File: src/hdl/fcptp_pkg.sv
// ----------------------------------------------------------------------------
// fcptp_pkg
// Types, codes and helpers shared by the FCP TLV response parser modules.
// ----------------------------------------------------------------------------
`default_nettype none

package fcptp_pkg;

    localparam int MAX_RESPONSE_BYTES_DEF = 512;

    localparam int LEN_W   = 10;
    localparam int BYTE_W  = 8;
    localparam int KIND_W  = 3;

    // Element walk phases
    typedef enum logic [1:0] {
        PH_HEADER = 2'd0,
        PH_TAG    = 2'd1,
        PH_LEN    = 2'd2,
        PH_VALUE  = 2'd3
    } phase_t;

    // Field kinds
    localparam logic [KIND_W-1:0] KIND_RSVD_MEM = 3'd0;
    localparam logic [KIND_W-1:0] KIND_DESC     = 3'd1;
    localparam logic [KIND_W-1:0] KIND_FILE_ID  = 3'd2;
    localparam logic [KIND_W-1:0] KIND_DF_NAME  = 3'd3;
    localparam logic [KIND_W-1:0] KIND_STATUS   = 3'd4;
    localparam logic [KIND_W-1:0] KIND_UNKNOWN  = 3'd7;

    // Known tags
    localparam logic [BYTE_W-1:0] TAG_RSVD_MEM = 8'h80;
    localparam logic [BYTE_W-1:0] TAG_DESC     = 8'h82;
    localparam logic [BYTE_W-1:0] TAG_FILE_ID  = 8'h83;
    localparam logic [BYTE_W-1:0] TAG_DF_NAME  = 8'h84;

    typedef struct packed {
        logic [BYTE_W-1:0] data_byte;
        logic              first_byte;
        logic [LEN_W-1:0]  response_length;
    } in_item_t;

    typedef struct packed {
        logic [KIND_W-1:0] field_kind;
        logic [BYTE_W-1:0] value_byte;
        logic [BYTE_W-1:0] value_index;
        logic              last_of_field;
    } out_item_t;

    function automatic logic [KIND_W-1:0] kind_of_tag(input logic [BYTE_W-1:0] tag);
        logic [KIND_W-1:0] k;
        begin
            case (tag)
                TAG_RSVD_MEM: k = KIND_RSVD_MEM;
                TAG_DESC:     k = KIND_DESC;
                TAG_FILE_ID:  k = KIND_FILE_ID;
                TAG_DF_NAME:  k = KIND_DF_NAME;
                default:      k = KIND_UNKNOWN;
            endcase
            return k;
        end
    endfunction

endpackage

`default_nettype wire

File: src/hdl/fcp_tlv_response_parser_core.sv
// ----------------------------------------------------------------------------
// fcp_tlv_response_parser_core
// Streaming parser of a SELECT response FCP template and its status bytes.
// ----------------------------------------------------------------------------
// Each result is registered and appears on out_* in the cycle after its byte is accepted.
// Throughput: one byte per cycle; the single result register sets the pace,
// and in_ready drops only while that register is full and not being taken.
// Reset (rst_n, async, active low) empties the result register, sets
// parse_mode to 1 and starts as if a zero-length response had begun.
`default_nettype none

module fcp_tlv_response_parser_core
    import fcptp_pkg::*;
#(
    parameter int MAX_RESPONSE_BYTES = MAX_RESPONSE_BYTES_DEF
) (
    input  wire logic      clk,
    input  wire logic      rst_n,
    input  wire logic      cfg_we,
    input  wire logic      cfg_data,
    input  wire logic      in_valid,
    output logic           in_ready,
    input  wire in_item_t  in_data,
    output logic           out_valid,
    input  wire logic      out_ready,
    output out_item_t      out_data
);

    logic      accept;
    logic      res_valid;
    out_item_t res;

    assign accept = in_valid && in_ready;

    fcptp_parser #(
        .MAX_RESPONSE_BYTES (MAX_RESPONSE_BYTES)
    ) u_parser (
        .clk       (clk),
        .rst_n     (rst_n),
        .cfg_we    (cfg_we),
        .cfg_data  (cfg_data),
        .accept    (accept),
        .in_data   (in_data),
        .res_valid (res_valid),
        .res       (res)
    );

    fcptp_out_reg u_out (
        .clk       (clk),
        .rst_n     (rst_n),
        .load      (accept && res_valid),
        .load_data (res),
        .space     (in_ready),
        .out_valid (out_valid),
        .out_ready (out_ready),
        .out_data  (out_data)
    );

endmodule

`default_nettype wire

File: src/hdl/fcptp_parser.sv
// ----------------------------------------------------------------------------
// fcptp_parser
// Per-byte parse state and element walk; produces at most one result per beat.
// ----------------------------------------------------------------------------
`default_nettype none

module fcptp_parser
    import fcptp_pkg::*;
#(
    parameter int MAX_RESPONSE_BYTES = MAX_RESPONSE_BYTES_DEF
) (
    input  wire logic      clk,
    input  wire logic      rst_n,
    input  wire logic      cfg_we,
    input  wire logic      cfg_data,
    input  wire logic      accept,
    input  wire in_item_t  in_data,
    output logic           res_valid,
    output out_item_t      res
);

    localparam int                LEN_CAP   = (MAX_RESPONSE_BYTES > 1023) ? 1023
                                                                          : MAX_RESPONSE_BYTES;
    localparam logic [LEN_W-1:0]  LEN_CAP_V = LEN_W'(LEN_CAP);
    localparam logic [LEN_W-1:0]  POS_MAX   = {LEN_W{1'b1}};

    logic              mode_reg;
    logic [LEN_W-1:0]  pos_reg,   pos_next;
    logic [LEN_W-1:0]  be_reg,    be_next;
    phase_t            phase_reg, phase_next;
    logic [KIND_W-1:0] kind_reg,  kind_next;
    logic [BYTE_W-1:0] left_reg,  left_next;
    logic [BYTE_W-1:0] cnt_reg,   cnt_next;

    // state as seen by this beat, after a possible restart
    logic [LEN_W-1:0]  len_clip;
    logic [LEN_W-1:0]  pos_e, be_e;
    phase_t            phase_e;
    logic [KIND_W-1:0] kind_e;
    logic [BYTE_W-1:0] left_e, cnt_e;
    logic              in_status;
    logic [LEN_W-1:0]  si;

    always_comb
    begin
        len_clip = (in_data.response_length > LEN_CAP_V) ? LEN_CAP_V
                                                          : in_data.response_length;
        if (in_data.first_byte)
        begin
            be_e    = (len_clip >= LEN_W'(2)) ? len_clip - LEN_W'(2) : '0;
            pos_e   = '0;
            phase_e = PH_HEADER;
            kind_e  = KIND_RSVD_MEM;
            left_e  = '0;
            cnt_e   = '0;
        end
        else
        begin
            be_e    = be_reg;
            pos_e   = pos_reg;
            phase_e = phase_reg;
            kind_e  = kind_reg;
            left_e  = left_reg;
            cnt_e   = cnt_reg;
        end
        in_status = (pos_e >= be_e);
        si        = pos_e - be_e;
    end

    // next state
    always_comb
    begin
        be_next    = be_e;
        phase_next = phase_e;
        kind_next  = kind_e;
        left_next  = left_e;
        cnt_next   = cnt_e;
        pos_next   = (pos_e != POS_MAX) ? pos_e + LEN_W'(1) : pos_e;
        if (!in_status)
        begin
            unique case (phase_e)
                PH_HEADER:
                begin
                    if (pos_e >= LEN_W'(1))
                        phase_next = PH_TAG;
                end
                PH_TAG:
                begin
                    kind_next  = kind_of_tag(in_data.data_byte);
                    phase_next = PH_LEN;
                end
                PH_LEN:
                begin
                    left_next  = in_data.data_byte;
                    cnt_next   = '0;
                    phase_next = (in_data.data_byte == '0) ? PH_TAG : PH_VALUE;
                end
                PH_VALUE:
                begin
                    cnt_next  = cnt_e + BYTE_W'(1);
                    left_next = left_e - BYTE_W'(1);
                    if (left_e == BYTE_W'(1))
                        phase_next = PH_TAG;
                end
                default: phase_next = PH_HEADER;
            endcase
        end
    end

    // result
    logic fixed, known, take;

    always_comb
    begin
        fixed     = (kind_e == KIND_RSVD_MEM) || (kind_e == KIND_FILE_ID);
        known     = (kind_e <= KIND_DF_NAME);
        take      = known && (!fixed || cnt_e < BYTE_W'(2));
        res_valid = 1'b0;
        res       = '0;
        if (in_status)
        begin
            if (si < LEN_W'(2))
            begin
                res_valid         = 1'b1;
                res.field_kind    = KIND_STATUS;
                res.value_byte    = in_data.data_byte;
                res.value_index   = BYTE_W'(si);
                res.last_of_field = (si == LEN_W'(1));
            end
        end
        else if (phase_e == PH_VALUE && take && mode_reg)
        begin
            res_valid         = 1'b1;
            res.field_kind    = kind_e;
            res.value_byte    = in_data.data_byte;
            res.value_index   = cnt_e;
            res.last_of_field = (left_e == BYTE_W'(1))
                             || ({1'b0, pos_e} + (LEN_W+1)'(1) == {1'b0, be_e})
                             || (fixed && cnt_e == BYTE_W'(1));
        end
    end

    always_ff @(posedge clk or negedge rst_n)
    begin
        if (!rst_n)
        begin
            mode_reg  <= 1'b1;
            pos_reg   <= '0;
            be_reg    <= '0;
            phase_reg <= PH_HEADER;
            kind_reg  <= KIND_RSVD_MEM;
            left_reg  <= '0;
            cnt_reg   <= '0;
        end
        else
        begin
            if (cfg_we)
                mode_reg <= cfg_data;
            if (accept)
            begin
                pos_reg   <= pos_next;
                be_reg    <= be_next;
                phase_reg <= phase_next;
                kind_reg  <= kind_next;
                left_reg  <= left_next;
                cnt_reg   <= cnt_next;
            end
        end
    end

endmodule

`default_nettype wire

File: src/hdl/fcptp_out_reg.sv
// ----------------------------------------------------------------------------
// fcptp_out_reg
// Result register with valid/ready; frees the input side as it drains.
// ----------------------------------------------------------------------------
`default_nettype none

module fcptp_out_reg
    import fcptp_pkg::*;
(
    input  wire logic      clk,
    input  wire logic      rst_n,
    input  wire logic      load,
    input  wire out_item_t load_data,
    output logic           space,
    output logic           out_valid,
    input  wire logic      out_ready,
    output out_item_t      out_data
);

    logic      valid_reg, valid_next;
    out_item_t data_reg;

    assign space     = !valid_reg || out_ready;
    assign out_valid = valid_reg;
    assign out_data  = data_reg;

    always_comb
    begin
        valid_next = valid_reg;
        if (load)
            valid_next = 1'b1;
        else if (out_ready)
            valid_next = 1'b0;
    end

    always_ff @(posedge clk or negedge rst_n)
    begin
        if (!rst_n)
            valid_reg <= 1'b0;
        else
            valid_reg <= valid_next;
    end

    // hold payload until a new beat replaces it
    always_ff @(posedge clk)
    begin
        if (load)
            data_reg <= load_data;
    end

endmodule

`default_nettype wire

File: config.mk
export PLATFORM = sky130hd
export DESIGN_NAME = fcp_tlv_response_parser_core
export DESIGN_NICKNAME = d
export VERILOG_FILES = /design/src/hdl/fcptp_pkg.sv /design/src/hdl/fcp_tlv_response_parser_core.sv /design/src/hdl/fcptp_parser.sv /design/src/hdl/fcptp_out_reg.sv
export SDC_FILE = /design/constraint.sdc
export NUM_CORES = 1
export LEC_CHECK = 0
export BUFFER_PORTS_ARGS = -buffer_cell sky130_fd_sc_hd__clkbuf_2
export CAP_MARGIN = 0
export CELL_PAD_IN_SITES_DETAIL_PLACEMENT = 1
export CELL_PAD_IN_SITES_GLOBAL_PLACEMENT = 2
export CORE_ASPECT_RATIO = 1.2
export CORE_MARGIN = 3
export CORE_UTILIZATION = 40
export DETAILED_ROUTE_END_ITERATION = 12
export PLACE_DENSITY = 0.95
export SYNTH_ARGS = -nofsm -noshare
export SYNTH_HDL_FRONTEND = slang
export SYNTH_SLANG_ARGS = --single-unit
File: constraint.sdc
create_clock -name clk -period 9.5 [get_ports clk]
set_input_delay 0.95 -clock clk [delete_from_list [all_inputs] [get_ports clk]]
set_output_delay 0.95 -clock clk [all_outputs]
set_load 0.02 [all_outputs]
==> run summary, run 1 <==
Core box area = 0.0113 mm2
Max-slew violation count = 0
Synth top area cells = dfrtp_1, edfxtp_1, ha_1, nand2_1, o21ai_0
Sw frac = 37.2%
# DRC = 0
Num CTS Buffers = 9
CTS root buffer = clkbuf_16
Run status = completed
Die area = 0.0132 mm2
Via density = 6.06
Comb pwr share = 31.0%
Synth Area in Adders = 5.17%
Grt peak-use layer = met2
Setup crit end kind = flip-flop
Ys async rst share = 68.3%
Post-Synth Simple-Gate Area = 23.0%
Slowest cell delay on critical path = 0.89 ns
Distinct cells, synth = 78
Total Routing Usage GR = 22.7%
Max_slew headroom = 33.9%
IO buf count = 46
Largest register FFs = 20
I/O pin count = 47
Layout cells sized above 1 = 16.6%
Row count = 42
Placed insts = 716
PwrDens = 184 mW/mm2
Largest net degree at the start of global routing = 60
Fillers = 1353
Post-Syn Nets = 584
Area grow syn2layout = 13.0%
Final setup fails = 0
Critical path required time = 9.46 ns
Fin crit share = 64.5%
Clk sink count = 63
Synth warnings = 0
Die Ht = 125 um
Post-synthesis mux area share = 4.88%
Antenna violations before repair = 0
Global-route wire length before repair = 24.1 mm
Largest area contributor in the netlist = dfrtp_1
Worst min path class = flip-flop to flip-flop
Worst VDD drop = 0.0839 mV
TritonCTS clock tree = built
Routed WL = 14.5 mm
Register area = 0.00168 mm2
Leakage = 0.00219 uW
Final HPWL DP = 10.7 mm
Crit-path max FO = 59
Avg WL per Cell = 19.8 um
Initial Util = 42.0%
H-tree levels = 3
Fmax = 163 MHz
Met1 Use GR = 25.8%
Crit path kind = input port to flip-flop
GPL Wtd Cong = 0.905
Main synth FF type = dfrtp_1
Initial drt markers = 230
NumNets Final = 617
Min cycle time layout = 6.13 ns
DR vias = 4433
Clock Tree Buf Depth = 2
Grt total ovfl = 0
Crit path DAT = 6.08 ns
Post-synth EDFFs = 20
Final Hold Fails = 0
Met3 usage = 3.09%
Main combinational cell family by area after synthesis = compound AO/OA/AOI/OAI gates
Psw = 367 uW
Post-DRT Antenna Nets = 0
Clk pwr share = 31.1%
Global Route met2 Usage = 41.6%
Non-Filler Instances = 732
Post-synth top area share = 22.2%
Clk_skew = 0.00858 ns
Sequential share of the synthesized area = 35.4%
Vias in the first global route = 4712
Synthesized area per cell = 8.78 um2
Skew-Pair Late Insertion Delay = 0.34 ns
Actual slew at the worst max-slew pin = 0.990 ns
Cell Chain, Critical Path = clkbuf_2, buf_4, clkinv_1, a21oi_1, a22oi_1, ha_1, a211oi_2, nor2_1, or4b_4, a21oi_2, a41oi_2, nor2_2
Setup TNS = 0 ns
Internal Pwr Total = 619 uW
Flop pwr share = 37.9%
Post-Syn Instances = 540
Max_cap viols = 0
Post-synthesis sequential element count = 63
Critical path startpoint category = input port
Die Width = 105 um
CTS Hold Bufs = 0
# diodes = 0
Multi-input gate area = 0.00285 mm2
Synth Cell Area = 0.00474 mm2
CP max stage cell = nor2_2
RSZ-0062 raised after global routing = false
CTS clk-pin slew, worst paths = 0.06 ns
Setup Buffers After CTS = 0
Synth Area in Compound Gates = 23.6%
1st-pass router iterations = 4
XOR/XNOR share of the synthesized area = 3.43%
PostCTS Resize Cnt = 0
-- cell type report --
cell class | instances | area share, %
clock buffers | 9 | 4.20
clock inverters | 7 | 0.911
inverters | 25 | 1.75
multi-input cells | 423 | 53.2
flip-flops and latches | 63 | 31.3
well taps | 154 | 3.60
repair buffers | 51 | 5.00
-- path summary, 6_finish.rpt --
path | from | to | depth (start not counted) | slack [ns]
worst min register to register | u_parser.be_reg[8]$_DFFE_PN0P_ | u_parser.be_reg[8]$_DFFE_PN0P_ | 2 | 0.50
max in group asynchronous | rst_n | u_parser.be_reg[3]$_DFFE_PN0P_ | 2 | 8.36
worst max-delay path | in_data[10] | u_out.out_data[17]$_SDFFCE_PP0P_ | 12 | 3.37
worst min-delay path | u_parser.be_reg[8]$_DFFE_PN0P_ | u_parser.be_reg[8]$_DFFE_PN0P_ | 2 | 0.50
min in group asynchronous | rst_n | u_parser.left_reg[4]$_DFFE_PN0P_ | 2 | 0.71
worst max register to register | u_parser.be_reg[8]$_DFFE_PN0P_ | u_out.out_data[17]$_SDFFCE_PP0P_ | 9 | 5.36
-- cells by family after synthesis --
logic type | after synthesis
xor+xnor | 17
buf+inv | 54
mux | 22
compound gates | 158
fa+ha+maj | 19
flops | 63
simple gates | 207
-- layer usage --
layer | wire length [um] | vias to the layer above
met5 | 0 | -
met4 | 373 | 0
met3 | 617 | 25
met2 | 7720 | 97
met1 | 5800 | 2229
li1 | - | 2082
-- Yosys cell counts, types with 3 or more instances --
library cell and n:
nand2_1 50, dfrtp_1 42, nor2_1 37, o21ai_0 31
a21oi_1 29, inv_1 24, nor2b_1 21, clkbuf_1 20
edfxtp_1 20, nor3_1 20, ha_1 18, nand3_1 17
a31oi_1 13, mux2i_1 13, xnor2_1 13, nand2b_1 12
and2_1 11, mux2_2 9, nor4_1 6, o211ai_1 6
o221ai_1 6, o22a_1 6, a22oi_1 5, and3_1 5
o2111ai_1 5, o22ai_1 5, a211oi_1 4, a41oi_1 4
buf_1 4, nand4_1 4, o2bb2ai_1 4, o41ai_1 4
or2_2 4, or3_1 4, a211o_1 3, buf_2 3
or4_1 3, xor2_1 3
-- power by group through the flow --
stage | Combinational, uW | Clock (uW) | Sequential, uW
floorplan | 240 | 0 | 348
global placement | 292 | 0 | 375
detailed placement | 303 | 0 | 377
CTS | 306 | 314 | 372
global route | 338 | 326 | 379
finish | 305 | 307 | 373
-- critical path, delay by kind of cell --
kind | cells | cell delay, ns
AO/OA/AOI/OAI | 5 | 1.65
AND/OR/NAND/NOR | 3 | 1.56
buffers and inverters | 3 | 1.46
adder cells (fa/ha/maj) | 1 | 0.42
-- cell usage in the layout, fill, tap and decap left out, types with 5 or more instances in the layout --
cell       instances
nand2_1           50
clkbuf_2          46
dfrtp_1           42
nor2_1            36
o21ai_0           31
a21oi_1           29
inv_1             24
nor2b_1           21
nor3_1            20
edfxtp_1          20
ha_1              18
nand3_1           17
a31oi_1           13
mux2i_1           13
xnor2_1           13
nand2b_1          12
and2_1            11
mux2_2             9
clkbuf_16          9
nor4_1             6
o211ai_1           6
o221ai_1           6
o22a_1             6
o22ai_1            5
a22oi_1            5
o2111ai_1          5
and3_1             5
buf_4              5
-- per-stage QoR --
step | utilization, % | instance area (um2) | hold WS [ns] | worst slack [ns] | power, uW
final | 47.4 | 5360 | 0.498 | 3.37 | 985
after global routing | 47.4 | 5360 | 0.536 | 2.79 | 1040
after CTS | 47.4 | 5360 | 0.501 | 3.35 | 992
after detailed placement | 45.0 | 5080 | 0.486 | 3.05 | 679
after global placement | 45.0 | 5080 | 0.463 | 3.32 | 667
after floorplan | - | 4740 | 0.446 | 4.34 | 589
(Power assumes the default switching activity.)
==> inputs of run 2 (changes only) <==
CORE_UTILIZATION = 33   (was 40)
PLACE_DENSITY = 0.85   (was 0.95)
clock period = 5.6 ns   (was 9.5 ns; I/O delays follow)
==> run summary, run 2 (synthesized netlist as in run 1, its figures left out) <==
Placed insts = 735 (was 716)
Slowest cell delay on critical path = 0.52 ns (was 0.89 ns)
H-tree levels = 3 (unchanged)
Final HPWL DP = 11.2 mm (was 10.7 mm)
Max_slew headroom = 48.4% (was 33.9%)
Core box area = 0.0139 mm2 (was 0.0113 mm2)
CTS Hold Bufs = 0 (unchanged)
Fin crit share = 83.0%
Antenna violations before repair = 0 (unchanged)
Row count = 47 (was 42)
Layout cells sized above 1 = 16.6% (about the same)
Die Width = 115 um (was 105 um)
Actual slew at the worst max-slew pin = 0.774 ns (was 0.990 ns)
Clk_skew = 0.0131 ns (was 0.00858 ns)
CP max stage cell = or4b_4 (was nor2_2)
Die Ht = 137 um (was 125 um)
# DRC = 0 (unchanged)
Crit path DAT = 4.65 ns (was 6.08 ns)
Clk sink count = 63 (unchanged)
Initial Util = 34.0% (was 42.0%)
Crit path kind = input port to flip-flop (unchanged)
Global-route wire length before repair = 24.5 mm (was 24.1 mm)
Clk pwr share = 31.3% (was 31.1%)
Grt total ovfl = 0 (unchanged)
PostCTS Resize Cnt = 0 (unchanged)
Clock Tree Buf Depth = 2 (unchanged)
Critical path startpoint category = input port (unchanged)
Routed WL = 15.2 mm (was 14.5 mm)
Flop pwr share = 37.5% (was 37.9%)
Largest register FFs = 20 (unchanged)
I/O pin count = 47 (unchanged)
RSZ-0062 raised after global routing = false (unchanged)
PwrDens = 312 mW/mm2 (was 184 mW/mm2)
Die area = 0.0159 mm2 (was 0.0132 mm2)
Critical path required time = 5.61 ns (was 9.46 ns)
Largest net degree at the start of global routing = 44 (was 60)
Worst min path class = input port to async pin (was flip-flop to flip-flop)
Most common cell after layout, fill and taps aside = nand2_1 (unchanged)
Run status = completed (unchanged)
Fmax = 215 MHz
Internal Pwr Total = 1060 uW (was 619 uW)
Crit-path max FO = 20 (was 59)
Setup TNS = 0 ns (unchanged)
Final Hold Fails = 0 (unchanged)
IO buf count = 46 (unchanged)
Leakage = 0.00220 uW (was 0.00219 uW)
Area grow syn2layout = 13.7% (was 13.0%)
Vias in the first global route = 4702 (was 4712)
Max-slew violation count = 0 (unchanged)
Final setup fails = 0 (unchanged)
Psw = 620 uW (was 367 uW)
Min cycle time layout = 4.65 ns
Initial drt markers = 212 (was 230)
Setup Buffers After CTS = 0 (unchanged)
Avg WL per Cell = 20.3 um (was 19.8 um)
GPL Wtd Cong = 0.854 (was 0.905)
Via density = 5.93 (was 6.06)
CTS clk-pin slew, worst paths = 0.06 ns (about the same)
Setup crit end kind = flip-flop (unchanged)
NumNets Final = 619 (was 617)
Commonest non-fill, non-tap cells in the layout = nand2_1, clkbuf_2, dfrtp_1 (unchanged)
Post-DRT Antenna Nets = 0 (unchanged)
1st-pass router iterations = 6 (was 4)
Sw frac = 36.9% (was 37.2%)
Worst VDD drop = 0.161 mV (was 0.0839 mV)
TritonCTS clock tree = built (unchanged)
CTS root buffer = clkbuf_16 (unchanged)
Max_cap viols = 0 (unchanged)
Comb pwr share = 31.2% (was 31.0%)
# diodes = 0 (unchanged)
Cell Chain, Critical Path = clkbuf_2, inv_1, nand2_1, ha_1, nor2b_1, nand2_1, xnor2_1, o211ai_1, a21boi_0, ha_1, nand4_1, o31a_1, or4b_4, a21oi_2, a41oi_2, nor2_2, buf_4 (was clkbuf_2, buf_4, clkinv_1, a21oi_1, a22oi_1, ha_1, a211oi_2, nor2_1, or4b_4, a21oi_2, a41oi_2, nor2_2)
Non-Filler Instances = 751 (was 732)
Skew-Pair Late Insertion Delay = 0.34 ns (about the same)
Total Routing Usage GR = 19.5% (was 22.7%)
Num CTS Buffers = 9 (unchanged)
DR vias = 4454 (was 4433)
run 2: cell count changes in the layout (fill, tap and decap cells not counted), sizes merged:
| cell | previous run | this run |
|---|---|---|
| buf | 5 | 7 |
| inv | 25 | 24 |
| clkinvlp | 1 | 0 |
| clkinv | 6 | 5 |
| clkbuf | 55 | 58 |
run 2: per-stage QoR:
stage          total power (uW)  hold slack, ns  setup slack [ns]  area [um2]  utilization, %
5_1_grt                    1780           0.399             0.583        5390            38.7
6_report                   1680           0.340             0.954        5390            38.7
3_5_place_dp               1160           0.498             0.636        5120            36.7
3_3_place_gp               1130           0.471             0.806        5120            36.7
2_1_floorplan               999           0.264             0.826        4740               -
4_1_cts                    1690           0.365             0.981        5390            38.7
run 2: metal layers:
layer / part of all wire (%) / GRT usage, % / routed length, um
met1: 41 / 22.4 / 6290
met2: 52 / 35.9 / 7950
met3: 3.7 / 3.43 / 568
met4: 2.7 / 7.37 / 413
met5: 0 / 0 / 0
run 2: power by group through the flow:
stage | registers, uW | logic (uW) | clock network [uW]
2_1_floorplan | 591 | 408 | 0
3_3_place_gp | 635 | 499 | 0
6_report | 630 | 524 | 526
3_5_place_dp | 638 | 520 | 0
5_1_grt | 643 | 582 | 555
4_1_cts | 630 | 524 | 537
run 2: final timing paths:
kind	start	slack (ns)	depth (start not counted)	to
max reg2reg	u_parser.be_reg[8]$_DFFE_PN0P_	1.93	10	u_out.out_data[16]$_DFFE_PP_
max	in_data[9]	0.95	17	u_out.out_data[16]$_DFFE_PP_
min reg2reg	u_parser.be_reg[8]$_DFFE_PN0P_	0.50	2	u_parser.be_reg[8]$_DFFE_PN0P_
min in group clk	cfg_data	0.46	2	u_parser.mode_reg$_DFFE_PN1P_
max in group asynchronous	rst_n	4.82	2	u_parser.phase_reg[0]$_DFFE_PN0P_
min	rst_n	0.34	2	u_parser.left_reg[5]$_DFFE_PN0P_
run 2: cell type report:
class / count / area (um2)
flip-flops and latches: 63 / 1680
multi-input cells: 423 / 2850
repair buffers: 53 / 283
fillers: 1613 / 8550
clock inverters: 4 / 23.8
clock buffers: 12 / 246
well taps: 171 / 214
inverters: 25 / 93.8
run 2: worst max-delay path, delay by kind of cell:
family	cells	cell delay, ns
AO/OA/AOI/OAI	5	1.34
AND/OR/NAND/NOR	6	1.33
buffers and inverters	3	0.69
adder cells (fa/ha/maj)	2	0.58
XOR/XNOR	1	0.15
